<file path="src/rtl/core/bqf_pkg.sv">
package bqf_pkg;

   // Sample and coefficient formats
   localparam int SAMPLE_W  = 24;
   localparam int COEF_W    = 32;
   localparam int COEF_FRAC = COEF_W - 5;

   // Accumulator holds five exact products
   localparam int ACC_W  = SAMPLE_W + COEF_W + 3;
   // Rounded sum, before scaling by the reciprocal of a0
   localparam int T_W    = ACC_W - COEF_FRAC;
   // Shared multiplier operand and product widths
   localparam int OP_W   = (T_W > COEF_W) ? T_W : COEF_W;
   localparam int PROD_W = 2 * OP_W;
   localparam int RND_W  = PROD_W + 1;

   localparam logic signed [SAMPLE_W-1:0] SAMPLE_MAX = {1'b0, {(SAMPLE_W-1){1'b1}}};
   localparam logic signed [SAMPLE_W-1:0] SAMPLE_MIN = {1'b1, {(SAMPLE_W-1){1'b0}}};

   // Register indexes
   localparam int CSR_IDX_W = 3;
   localparam logic [CSR_IDX_W-1:0] CSR_B0     = 3'd0;
   localparam logic [CSR_IDX_W-1:0] CSR_B1     = 3'd1;
   localparam logic [CSR_IDX_W-1:0] CSR_B2     = 3'd2;
   localparam logic [CSR_IDX_W-1:0] CSR_A1     = 3'd3;
   localparam logic [CSR_IDX_W-1:0] CSR_A2     = 3'd4;
   localparam logic [CSR_IDX_W-1:0] CSR_INV_A0 = 3'd5;

   // Request action codes
   localparam logic ACT_FILTER = 1'b0;
   localparam logic ACT_CLEAR  = 1'b1;

   // Coefficient set
   typedef struct packed {
      logic signed [COEF_W-1:0] b0;
      logic signed [COEF_W-1:0] b1;
      logic signed [COEF_W-1:0] b2;
      logic signed [COEF_W-1:0] a1;
      logic signed [COEF_W-1:0] a2;
      logic signed [COEF_W-1:0] inv_a0;
   } coef_type;

   // Product terms of the difference equation
   localparam int TAP_W = 3;
   typedef enum logic [TAP_W-1:0] {
      TAP_B0 = 3'd0,
      TAP_B1 = 3'd1,
      TAP_B2 = 3'd2,
      TAP_A1 = 3'd3,
      TAP_A2 = 3'd4
   } tap_type;

   // Controller states
   typedef enum logic [5:0] {
      ST_IDLE   = 6'b000001,
      ST_MAC    = 6'b000010,
      ST_DRAIN  = 6'b000100,
      ST_ROUND  = 6'b001000,
      ST_SCALE  = 6'b010000,
      ST_FINISH = 6'b100000
   } state_type;

   // Commands from controller to datapath
   typedef struct packed {
      logic    load;      // capture sample, clear accumulator
      logic    clear;     // zero the histories
      logic    issue;     // multiply one tap
      tap_type tap;
      logic    acc_en;    // fold last product into the accumulator
      logic    round_en;  // round the sum to sample steps
      logic    scale_en;  // multiply by reciprocal of a0
      logic    commit;    // clamp, write result, shift histories
   } cmd_type;

endpackage

</file>
<file path="src/rtl/core/bqf_csr.sv">
module bqf_csr (
   input  logic                             clock,
   input  logic                             reset,
   input  logic                             csr_valid,
   output logic                             csr_ready,
   input  logic [bqf_pkg::CSR_IDX_W-1:0]    csr_index,
   input  logic [bqf_pkg::COEF_W-1:0]       csr_data,
   output bqf_pkg::coef_type                coef
);
   import bqf_pkg::*;

   coef_type coef_ff, coef_in;

   assign csr_ready = 1'b1;
   assign coef      = coef_ff;

   // Decode the write; drop unknown indexes
   always_comb begin
      coef_in = coef_ff;
      if (csr_valid) begin
         case (csr_index)
            CSR_B0:     coef_in.b0     = csr_data;
            CSR_B1:     coef_in.b1     = csr_data;
            CSR_B2:     coef_in.b2     = csr_data;
            CSR_A1:     coef_in.a1     = csr_data;
            CSR_A2:     coef_in.a2     = csr_data;
            CSR_INV_A0: coef_in.inv_a0 = csr_data;
            default:    coef_in = coef_ff;
         endcase
      end
   end

   always_ff @(posedge clock) begin
      if (reset) begin
         coef_ff.b0     <= COEF_W'(1) << COEF_FRAC;
         coef_ff.b1     <= '0;
         coef_ff.b2     <= '0;
         coef_ff.a1     <= '0;
         coef_ff.a2     <= '0;
         coef_ff.inv_a0 <= COEF_W'(1) << COEF_FRAC;
      end else begin
         coef_ff <= coef_in;
      end
   end

endmodule

</file>
<file path="src/rtl/core/bqf_ctrl.sv">
module bqf_ctrl (
   input  logic             clock,
   input  logic             reset,
   input  logic             req_valid,
   output logic             req_ready,
   input  logic             req_action,
   output logic             rsp_valid,
   input  logic             rsp_ready,
   output bqf_pkg::cmd_type cmd
);
   import bqf_pkg::*;

   state_type state_ff, state_in;
   tap_type   tap_ff, tap_in;
   logic      rsp_valid_ff, rsp_valid_in;
   logic      out_free;

   assign req_ready = (state_ff == ST_IDLE);
   assign rsp_valid = rsp_valid_ff;
   assign out_free  = !rsp_valid_ff || rsp_ready;

   // Clear, or step a word through five products, round, scale, commit
   always_comb begin
      state_in = state_ff;
      tap_in   = tap_ff;
      cmd      = '0;
      cmd.tap  = tap_ff;
      case (state_ff)
         ST_IDLE: begin
            if (req_valid) begin
               if (req_action == ACT_CLEAR) begin
                  cmd.clear = 1'b1;
               end else begin
                  cmd.load = 1'b1;
                  tap_in   = TAP_B0;
                  state_in = ST_MAC;
               end
            end
         end
         ST_MAC: begin
            cmd.issue  = 1'b1;
            cmd.acc_en = (tap_ff != TAP_B0);
            if (tap_ff == TAP_A2) begin
               state_in = ST_DRAIN;
            end else begin
               tap_in = tap_type'(TAP_W'(tap_ff) + TAP_W'(1));
            end
         end
         ST_DRAIN: begin
            cmd.acc_en = 1'b1;
            state_in   = ST_ROUND;
         end
         ST_ROUND: begin
            cmd.round_en = 1'b1;
            state_in     = ST_SCALE;
         end
         ST_SCALE: begin
            cmd.scale_en = 1'b1;
            state_in     = ST_FINISH;
         end
         ST_FINISH: begin
            // hold until the output register is free
            if (out_free) begin
               cmd.commit = 1'b1;
               state_in   = ST_IDLE;
            end
         end
         default: begin
            state_in = ST_IDLE;
         end
      endcase
   end

   // Raise valid on commit, drop it when the word is taken
   always_comb begin
      rsp_valid_in = rsp_valid_ff;
      if (cmd.commit) begin
         rsp_valid_in = 1'b1;
      end else if (rsp_ready) begin
         rsp_valid_in = 1'b0;
      end
   end

   always_ff @(posedge clock) begin
      if (reset) begin
         state_ff     <= ST_IDLE;
         tap_ff       <= TAP_B0;
         rsp_valid_ff <= 1'b0;
      end else begin
         state_ff     <= state_in;
         tap_ff       <= tap_in;
         rsp_valid_ff <= rsp_valid_in;
      end
   end

endmodule

</file>
<file path="src/rtl/core/bqf_dp.sv">
module bqf_dp (
   input  logic                                clock,
   input  logic                                reset,
   input  logic signed [bqf_pkg::SAMPLE_W-1:0] req_sample_in,
   input  bqf_pkg::coef_type                   coef,
   input  bqf_pkg::cmd_type                    cmd,
   output logic signed [bqf_pkg::SAMPLE_W-1:0] rsp_sample_out,
   output logic                                rsp_saturated
);
   import bqf_pkg::*;

   localparam logic signed [ACC_W:0] ACC_HALF = (ACC_W+1)'(1) << (COEF_FRAC - 1);
   localparam logic signed [RND_W-1:0] RND_HALF = RND_W'(1) << (COEF_FRAC - 1);
   localparam logic signed [RND_W-1:0] RND_MAX = RND_W'(SAMPLE_MAX);
   localparam logic signed [RND_W-1:0] RND_MIN = RND_W'(SAMPLE_MIN);

   // Histories
   logic signed [SAMPLE_W-1:0] xd1_ff, xd1_in, xd2_ff, xd2_in;
   logic signed [SAMPLE_W-1:0] yd1_ff, yd1_in, yd2_ff, yd2_in;
   // Working registers
   logic signed [SAMPLE_W-1:0] x0_ff;
   logic signed [PROD_W-1:0]   p_ff;
   logic                       p_neg_ff;
   logic signed [ACC_W-1:0]    acc_ff;
   logic signed [T_W-1:0]      t_ff;
   logic signed [SAMPLE_W-1:0] out_ff;
   logic                       sat_ff;

   logic signed [OP_W-1:0]     op_a, op_b;
   logic signed [PROD_W-1:0]   prod;
   logic signed [ACC_W-1:0]    p_acc, acc_sum;
   logic signed [ACC_W:0]      acc_rnd;
   logic signed [T_W-1:0]      t_in;
   logic signed [RND_W-1:0]    p_rnd, r_wide;
   logic signed [SAMPLE_W-1:0] r_clamp;
   logic                       r_sat;

   assign rsp_sample_out = out_ff;
   assign rsp_saturated  = sat_ff;

   // Select multiplier operands
   always_comb begin
      op_a = OP_W'(coef.inv_a0);
      op_b = OP_W'(t_ff);
      if (cmd.issue) begin
         case (cmd.tap)
            TAP_B0: begin op_a = OP_W'(coef.b0); op_b = OP_W'(x0_ff);  end
            TAP_B1: begin op_a = OP_W'(coef.b1); op_b = OP_W'(xd1_ff); end
            TAP_B2: begin op_a = OP_W'(coef.b2); op_b = OP_W'(xd2_ff); end
            TAP_A1: begin op_a = OP_W'(coef.a1); op_b = OP_W'(yd1_ff); end
            TAP_A2: begin op_a = OP_W'(coef.a2); op_b = OP_W'(yd2_ff); end
            default: begin op_a = '0; op_b = '0; end
         endcase
      end
   end

   assign prod = op_a * op_b;

   // Accumulate; feedback terms subtract
   assign p_acc   = p_ff[ACC_W-1:0];
   assign acc_sum = p_neg_ff ? (acc_ff - p_acc) : (acc_ff + p_acc);

   // Round the sum to sample steps, ties up
   assign acc_rnd = (ACC_W+1)'(acc_ff) + ACC_HALF;
   assign t_in    = acc_rnd[COEF_FRAC +: T_W];

   // Round the scaled value and clamp to the sample range
   assign p_rnd  = RND_W'(p_ff) + RND_HALF;
   assign r_wide = p_rnd >>> COEF_FRAC;

   always_comb begin
      r_sat   = 1'b0;
      r_clamp = r_wide[SAMPLE_W-1:0];
      if (r_wide > RND_MAX) begin
         r_clamp = SAMPLE_MAX;
         r_sat   = 1'b1;
      end else if (r_wide < RND_MIN) begin
         r_clamp = SAMPLE_MIN;
         r_sat   = 1'b1;
      end
   end

   // Shift or clear the histories
   always_comb begin
      xd1_in = xd1_ff;
      xd2_in = xd2_ff;
      yd1_in = yd1_ff;
      yd2_in = yd2_ff;
      if (cmd.clear) begin
         xd1_in = '0;
         xd2_in = '0;
         yd1_in = '0;
         yd2_in = '0;
      end else if (cmd.commit) begin
         xd2_in = xd1_ff;
         xd1_in = x0_ff;
         yd2_in = yd1_ff;
         yd1_in = r_clamp;
      end
   end

   always_ff @(posedge clock) begin
      if (reset) begin
         xd1_ff <= '0;
         xd2_ff <= '0;
         yd1_ff <= '0;
         yd2_ff <= '0;
      end else begin
         xd1_ff <= xd1_in;
         xd2_ff <= xd2_in;
         yd1_ff <= yd1_in;
         yd2_ff <= yd2_in;
      end
   end

   // Payload registers
   always_ff @(posedge clock) begin
      if (cmd.load) begin
         x0_ff  <= req_sample_in;
         acc_ff <= '0;
      end else if (cmd.acc_en) begin
         acc_ff <= acc_sum;
      end
      if (cmd.issue || cmd.scale_en) begin
         p_ff     <= prod;
         p_neg_ff <= cmd.issue && ((cmd.tap == TAP_A1) || (cmd.tap == TAP_A2));
      end
      if (cmd.round_en) begin
         t_ff <= t_in;
      end
      if (cmd.commit) begin
         out_ff <= r_clamp;
         sat_ff <= r_sat;
      end
   end

endmodule

</file>
<file path="src/rtl/core/biquad_iir_filter.sv">
// A filtered word runs through the states MAC, DRAIN, ROUND, SCALE and
// FINISH, which holds while the last result waits. No new sample is taken
// until it is done, as six products share one 32x32 multiplier, plus the
// accumulate, round, scale and clamp steps. A clear word gives no result.
// Reset (synchronous, active high) zeroes the histories, sets b0 and inv_a0
// to 1.0 and the other coefficients to zero.
module biquad_iir_filter (
   input  logic                                clock,
   input  logic                                reset,
   input  logic                                req_valid,
   output logic                                req_ready,
   input  logic                                req_action,
   input  logic signed [bqf_pkg::SAMPLE_W-1:0] req_sample_in,
   output logic                                rsp_valid,
   input  logic                                rsp_ready,
   output logic signed [bqf_pkg::SAMPLE_W-1:0] rsp_sample_out,
   output logic                                rsp_saturated,
   input  logic                                csr_valid,
   output logic                                csr_ready,
   input  logic [bqf_pkg::CSR_IDX_W-1:0]       csr_index,
   input  logic [bqf_pkg::COEF_W-1:0]          csr_data
);
   import bqf_pkg::*;

   coef_type coef;
   cmd_type  cmd;

   bqf_csr u_csr (
      .clock     (clock),
      .reset     (reset),
      .csr_valid (csr_valid),
      .csr_ready (csr_ready),
      .csr_index (csr_index),
      .csr_data  (csr_data),
      .coef      (coef)
   );

   bqf_ctrl u_ctrl (
      .clock      (clock),
      .reset      (reset),
      .req_valid  (req_valid),
      .req_ready  (req_ready),
      .req_action (req_action),
      .rsp_valid  (rsp_valid),
      .rsp_ready  (rsp_ready),
      .cmd        (cmd)
   );

   bqf_dp u_dp (
      .clock          (clock),
      .reset          (reset),
      .req_sample_in  (req_sample_in),
      .coef           (coef),
      .cmd            (cmd),
      .rsp_sample_out (rsp_sample_out),
      .rsp_saturated  (rsp_saturated)
   );

endmodule

</file>
<file path="config.mk">
export PLATFORM = sky130hd
export DESIGN_NAME = biquad_iir_filter
export DESIGN_NICKNAME = d
export VERILOG_FILES = /design/src/rtl/core/bqf_pkg.sv /design/src/rtl/core/bqf_csr.sv /design/src/rtl/core/bqf_ctrl.sv /design/src/rtl/core/bqf_dp.sv /design/src/rtl/core/biquad_iir_filter.sv
export SDC_FILE = /design/constraint.sdc
export NUM_CORES = 2
export LEC_CHECK = 0
export ABC_CLOCK_PERIOD_IN_PS = 21000
export BUFFER_PORTS_ARGS = -buffer_cell sky130_fd_sc_hd__buf_2
export CORE_UTILIZATION = 30
export DETAILED_ROUTE_END_ITERATION = 7
export PLACE_DENSITY_LB_ADDON = 0.12
export SYNTH_ARGS = -nofsm -noshare
export SYNTH_HDL_FRONTEND = slang
export SYNTH_SLANG_ARGS = --single-unit
</file>
<file path="constraint.sdc">
create_clock -name clock -period 21 [get_ports clock]
set_clock_uncertainty 0.05 [all_clocks]
set_input_delay 1.05 -clock clock [delete_from_list [all_inputs] [get_ports clock]]
set_output_delay 1.05 -clock clock [all_outputs]
set_load 0.01 [all_outputs]
</file>
# Yosys cells after proc, flatten, opt, wreduce, memory -nomap -nowiden
# Index checks and enable logic that the tools add are counted.
[totals]
mem_bits_rw = 0
regBits = 503
romBits = 0
word_cells = 96
latchBits = 0
output_inout_bits = 28
n_memories = 0
in_bits = 65
[op_classes]
n_lt_le_gt_ge = 2
n_div = 0
n_reduce_logical = 19
mul = 1
add_sub_neg = 5
bitwise_logic = 0
eq_ne = 20
shifts = 0
muxes = 29
[op_table]
columns = ["op", "n"]
rows = [
  ["32-bit case mux with 5 select lines", 2],
  ["64-bit by 28-bit adder with 65-bit output (second input constant)", 1],
  ["32-bit by 32-bit multiplier with 64-bit output", 1],
  ["32-bit two-way mux", 2],
  ["59-bit by 28-bit adder with 59-bit output (second input constant)", 1],
  ["59-bit adder", 1],
  ["59-bit two-way mux", 1],
  ["59-bit subtractor", 1],
  ["24-bit two-way mux", 2],
  ["38-bit by 24-bit greater-than comparator with 1-bit output (second input constant)", 1],
  ["38-bit by 24-bit less-than comparator with 1-bit output (second input constant)", 1],
  ["6-bit case mux with 6 select lines", 1],
  ["6-bit two-way mux", 4],
  ["3-bit by 2-bit equality test with 1-bit output (second input constant)", 4],
  ["2-bit AND reduction", 6],
  ["1-bit two-way mux", 10],
  ["3-bit equality test (second input constant)", 3],
  ["3-bit two-way mux", 3],
  ["4-bit AND reduction", 2],
  ["3-bit by 1-bit equality test with 1-bit output (second input constant)", 2],
  ["6-bit by 1-bit equality test with 1-bit output (second input constant)", 1],
  ["6-bit by 2-bit equality test with 1-bit output (second input constant)", 1],
  ["6-bit by 3-bit equality test with 1-bit output (second input constant)", 1],
  ["6-bit by 4-bit equality test with 1-bit output (second input constant)", 1],
  ["other kinds (15)", 23],
]

# Logic depth before layout (Yosys ltp)
[depth]
word_depth = 5
ltp_mapped = 39
depth_no_buf = 34

# By module
# A second synthesis with hierarchy kept.
[unflattened]
cells_unflattened = 6657
hier_area_um2 = 61870.6
[by_module_without_submodules]
columns = ["module", "cells_per_inst", "area_per_inst_um2", "n_inst", "seq_area_each_um2"]
rows = [
  ["bqf_dp", 5921, 53827.9, 1, 7487.2],
  ["bqf_csr", 667, 7480.9, 1, 3843.7],
  ["bqf_ctrl", 69, 561.8, 1, 200.2],
]

# Least setup slack after synthesis
# OpenSTA, ideal clock, no wires.
[synth_timing]
kind = "flip-flop to flip-flop"
from = "reg u_ctrl.tap_ff[2]"
to = "reg u_dp.p_ff[59], data pin"
arrival_ps = 9385
n_path_buf = 4
slack_ps = 11299
required_ps = 20685
path_stages_with_launch = 32
period_less_slack_ps = 9701
setup_time_ps = 265
cell_sequence = "dfxtp_1 clkbuf_1 inv_1 ha_1 clkbuf_1 clkbuf_1 a222oi_1 o21ai_0 mux2i_1 clkbuf_1 nor2_1 fa_1 inv_1 fa_1 inv_1 fa_1 fa_1 inv_1 fa_1 fa_1 fa_1 fa_1 inv_1 ha_1 a2111o_1 o22ai_1 o21ai_0 o21ai_1 a31oi_1 a31oi_1 a21oi_1 xor2_1"
[synth_between]
elab_chain_len = 4
elab_cells_between_ends = 10
classes_between = "1 x mul; 4 x eq/ne; 4 x mux; 1 x reduce/logical"
[synth_rtl]
columns = ["item", "line", "source"]
rows = [
  ["start: declaration", "bqf_ctrl.sv:14", "tap_type tap_ff, tap_in;"],
  ["start signal: assignment", "bqf_ctrl.sv:91", "tap_ff <= tap_in;"],
  ["3-bit equality test (tied with other cells)", "bqf_dp.sv:46", "case (cmd.tap)"],
  ["32-bit case mux with 5 select lines", "bqf_dp.sv:46", ""],
  ["32-bit two-way mux", "bqf_dp.sv:45", "if (cmd.issue) begin"],
  ["32-bit by 32-bit multiplier with 64-bit output (*)", "bqf_dp.sv:57", "assign prod = op_a * op_b;"],
  ["net u_dp.prod[59]", "bqf_dp.sv:30", "logic signed [PROD_W-1:0] prod;"],
  ["end signal: assignment", "bqf_dp.sv:125", "p_ff <= prod;"],
  ["end: declaration", "bqf_dp.sv:22", "logic signed [PROD_W-1:0] p_ff;"],
]
# Mark *: on every way through the listed nets, which the timed path passes. The rest lies on a longest branch.
# A chain may end at the register's enable or synchronous reset.

# Final worst setup path
[layout_timing]
from = "reg u_ctrl.tap_ff[0]"
to = "reg u_dp.p_ff[60], data pin"
# The elaborated chain is that of the path after synthesis.

==> results by stage <==
Synth:
- The number of flip-flops and latches in the synthesized netlist is around 500.
- The count of warnings emitted by yosys is 0.
- The biggest area contributor in the post-synthesis netlist is sky130_fd_sc_hd__fa_1.
- The number of enable flip-flop cells after synthesis is ~150.
- The dominant synthesized flop cell is sky130_fd_sc_hd__dfxtp_1.
- The share of the Yosys chip area taken by registers is 0.190.
- The number of cells produced by synthesis is between 6000 and 7000.
- The fraction of synthesized cell area taken by the top area cell type is 0.357.
- In the post-synthesis netlist, the biggest area contributors are sky130_fd_sc_hd__fa_1 36%, sky130_fd_sc_hd__dfxtp_1 12%, sky130_fd_sc_hd__nand2_1 8.2%.
- When the netlist entered floorplanning its net count stood at 8378.
- The average cell area after synthesis is 8.69 sq um.
- The share of flip-flops with an asynchronous set or reset after synthesis is 0.
- The total standard cell area after synthesis is slightly above 60000 sq um.
- The synthesized netlist contains 87 unique library cells.

Global routing:
- In the global route stage, met1 resource usage came out at 0.305.
- After global routing, the most crowded layer is met2.
- The first-pass GRT wire length is 339 mm.
- The overflow left after global routing is 0.
- The total global routing track utilization is 0.225.
- The met2 track demand over resource in global routing is 0.377.
- Entering global routing, the biggest net connects around 100 pins.
- For this run, global-route usage on met3 was measured as 0.0301.
- The number of global-route vias before repair is 50254.
- The number of antenna violations at the first check in global routing came to 13.

Die:
- The die area is roughly 200000 sq um.
- The area inside the core boundary is approximately 200000 sq um.
- The die is between 400 and 500 um tall.
- The floorplan has 164 rows.
- The die is roughly 450 um wide.
- Pin placement for this block handled 93 I/O pins.
- The initial utilization of the core area, before any placement, comes to 0.303.

Route:
- The post-detailed-route via-to-cell ratio is roughly 5.
- Dividing the detail-routed wire length by the instance count gives 23.9 um.
- The final route contains 48677 vias.
- The count of TritonRoute iterations in the first routing pass is 6.
- The count of nets left with antenna violations after detail routing is 0.
- Wires add up to between 200 and 250 mm.
- The first routing iteration left slightly below 4000 violations.
- The detailed-route DRC error count is 0.

STA:
- The clock period could shrink to around 12 ns.
- The worst path setup slack after routing is between 8 and 9 ns.
- The fraction of the cycle the final worst path needs is 0.572.
- The worst hold-check slack is a little over 0.4 ns.
- The worst relative slew slack is 0.182.
- The transition at the pin with the smallest max-transition slack is 1.20 ns.
- Setup violations remaining at the end of the flow were counted as 0.
- The total negative setup slack is 0 ns.
- Static timing analysis puts the maximum clock frequency at around 83 MHz.
- The number of pins exceeding their max-slew limit in the final report is 0.
- Setup repair after global routing left no endpoint under its margin.
- The hold violation count in the final report is 0.

Placed design:
- Detailed placement ended at an HPWL of 176 mm.
- Before CTS, the worst setup slack after placement is 8.93 ns.
- The quantity of I/O buffers inserted on ports is 91.
- The placed instance count is approximately 9500.
- Routability-driven placement finished with a final weighted congestion of ~0.87.
- The post-place instance area is around 64000 sq um.

Clock tree:
- TritonCTS built the clock tree.
- Once the clock tree was built, the resizer swapped 0 gates to a different size.
- Buffers inserted to repair hold after CTS numbered 0.
- The number of buffers added for setup after CTS is 0.
- The maximum level of the CTS H-tree is 2.
- The insertion delay of the later-clocked pin in the worst-skew pair is approximately 0.7 ns.
- The clock tree root driver cell is sky130_fd_sc_hd__clkbuf_16.
- No sink is reached through more buffers than the 3 on the longest clock path.
- CTS saw between 500 and 600 sinks.
- In this run, CTS created clock tree buffers numbering 61.
- Clock-pin slew was measured on the worst setup and hold paths at ~0.06 ns.

Run:
- The number of max-cap violations is 0.

Setup path:
- The worst setup path is launched from a flip-flop.
- The element type at the critical path end is a flip-flop.
- The reg2reg setup slack is about 9.0 ns.
- The kind of critical path is reg2reg.
- In this run the critical register-to-register path is captured at u_dp.p_ff[60].
- The depth of the most critical reg-to-reg path is 31.
- The largest individual stage delay along the critical path comes from the cell sky130_fd_sc_hd__a2111oi_1.
- Among cell families on the critical path, the largest total delay comes from adder cells.
- The source of the worst register-to-register timing path is u_ctrl.tap_ff[0].
- At the worst endpoint, the arrival time is between 10 and 15 ns.
- Along the worst path, the maximum fanout reaches 30.
- The required time of the critical path is around 21 ns.
- In this design, the critical path's most frequently occurring cell is sky130_fd_sc_hd__fa_1.
- The largest single stage delay on the critical path is 0.91 ns.
- The critical path contains buffers and inverters numbering 7 combined.

Cells and area:
- After routing the design area is ~67000 sq um.
- Relative to the synthesized area, the layout overhead comes to 9.88%.
- The count of cells in the finished layout, fillers not included, comes to approximately 9600.
- Measured on the finished design, the core utilization comes to 0.333.
- At the end of the flow, the number of nets in the layout was between 8000 and 9000.
- Of the cells placed in the final design, the portion with a size suffix greater than 1 is 0.0645.

Pwr:
- The static leakage is 28.7 nW.
- In this run the power density over the cells is roughly 55 nW/um^2.
- The worst-case IR drop observed on VDD is about 0.000066 V.
- Power comes to 3.67 mW.

Min path:
- The hold-critical path endpoint is u_dp.xd2_ff[22].
- The path class of the tightest hold or removal check is reg2reg.
- The cell depth of the worst hold path is 2.
- The origin of the worst min-delay path is u_dp.xd2_ff[22].

Status:
- The flow ran to the end, and the final reports show no timing, DRC or antenna violations.
-- placed cells by master, fill, tap and decap left out, types with 33 or more instances in the layout --
cell type,n
sky130_fd_sc_hd__nor2_1,667
sky130_fd_sc_hd__a21oi_1,453
sky130_fd_sc_hd__nor3_1,43
sky130_fd_sc_hd__fa_1,1083
sky130_fd_sc_hd__dfxtp_1,356
sky130_fd_sc_hd__and3_1,33
sky130_fd_sc_hd__a22oi_1,54
sky130_fd_sc_hd__a21o_1,68
sky130_fd_sc_hd__xor2_1,50
sky130_fd_sc_hd__a222oi_1,56
sky130_fd_sc_hd__nand4_1,41
sky130_fd_sc_hd__inv_1,1076
sky130_fd_sc_hd__o21ai_0,152
sky130_fd_sc_hd__xnor2_1,176
sky130_fd_sc_hd__ha_1,248
sky130_fd_sc_hd__clkbuf_16,63
sky130_fd_sc_hd__edfxtp_1,146
sky130_fd_sc_hd__nand3_1,73
sky130_fd_sc_hd__nand2_1,1328
sky130_fd_sc_hd__buf_4,134
sky130_fd_sc_hd__buf_2,90
-- worst register-to-register path, delay by kind of cell (launching register included) --
kind | cells | cell delay (ns)
adders and majority gates | 10 | 5.35
DFF | 1 | 0.35
and+or+nand+nor | 7 | 2.42
buffers and inverters | 7 | 1.19
AOI/OAI and AO/OA | 7 | 2.56
-- cell usage after synthesis (all sizes together), types with 48 or more instances --
| library cell | count |
|---|---|
| nand2 | 1331 |
| fa | 1083 |
| inv | 1078 |
| nor2 | 668 |
| a21oi | 456 |
| dfxtp | 357 |
| clkbuf | 343 |
| ha | 251 |
| xnor2 | 176 |
| o21ai | 170 |
| edfxtp | 146 |
| nand3 | 73 |
| a21o | 68 |
| a222oi | 56 |
| a22oi | 55 |
| xor2 | 50 |
| buf | 48 |
-- final cells by class --
class                   count  area (sq um)
flip-flops and latches    503         11500
well taps                2656          3320
repair buffers            226          1490
inverters                1078          4050
clock inverters            30           460
diodes                      7          17.5
multi-input cells        5007         44000
fillers                 21162        134000
clock buffers              85          1800
-- registers in the layout, summed over array words and instances, names as in the netlist --
register	count
u_dp.xd1_ff	24
u_dp.p_ff	64
u_dp.yd2_ff	24
u_dp.p_neg_ff	1
u_dp.rsp_saturated	1
u_csr.coef	192
u_dp.acc_ff	59
u_ctrl.tap_ff	3
u_ctrl.rsp_valid	1
u_dp.rsp_sample_out	24
u_dp.t_ff	32
u_ctrl.state_ff	6
u_dp.x0_ff	24
u_dp.xd2_ff	24
u_dp.yd1_ff	24
-- cells by family after synthesis --
family	synth area share
simple gates	0.163
buf+inv	0.0922
flops	0.190
xor+xnor	0.0326
mux	0.00794
compound gates	0.105
other cells	0.0000618
fa+ha+maj	0.409
-- worst max path at each step --
stage / depth (start not counted) / slack, ns / startpoint / endpoint
6_report: 31 / 9.00 / u_ctrl.tap_ff[0] / u_dp.p_ff[60]
5_1_grt: 32 / 8.21 / u_ctrl.tap_ff[0] / u_dp.p_ff[61]
4_1_cts: 31 / 8.97 / u_ctrl.tap_ff[0] / u_dp.p_ff[60]
3_5_place_dp: 31 / 8.93 / u_ctrl.tap_ff[0] / u_dp.p_ff[60]
3_3_place_gp: 32 / 9.10 / u_ctrl.tap_ff[0] / u_dp.p_ff[61]
2_1_floorplan: 31 / 11.30 / u_ctrl.tap_ff[2] / u_dp.p_ff[59]
-- power by group --
part           switching [mW]  leakage [nW]  internal, mW
logic                   0.894          23.4         0.519
clock network           0.466          1.11         0.712
registers              0.0228          4.22          1.06
-- per-layer routing --
layer | part of all wire | wire length [um] | vias up
met3 | 0.057 | 13200 | 285
li1 | - | - | 21714
met4 | 0.028 | 6340 | 0
met2 | 0.48 | 109000 | 1463
met1 | 0.44 | 101000 | 25215
met5 | 0 | 0 | -
(Power assumes the default switching activity.)
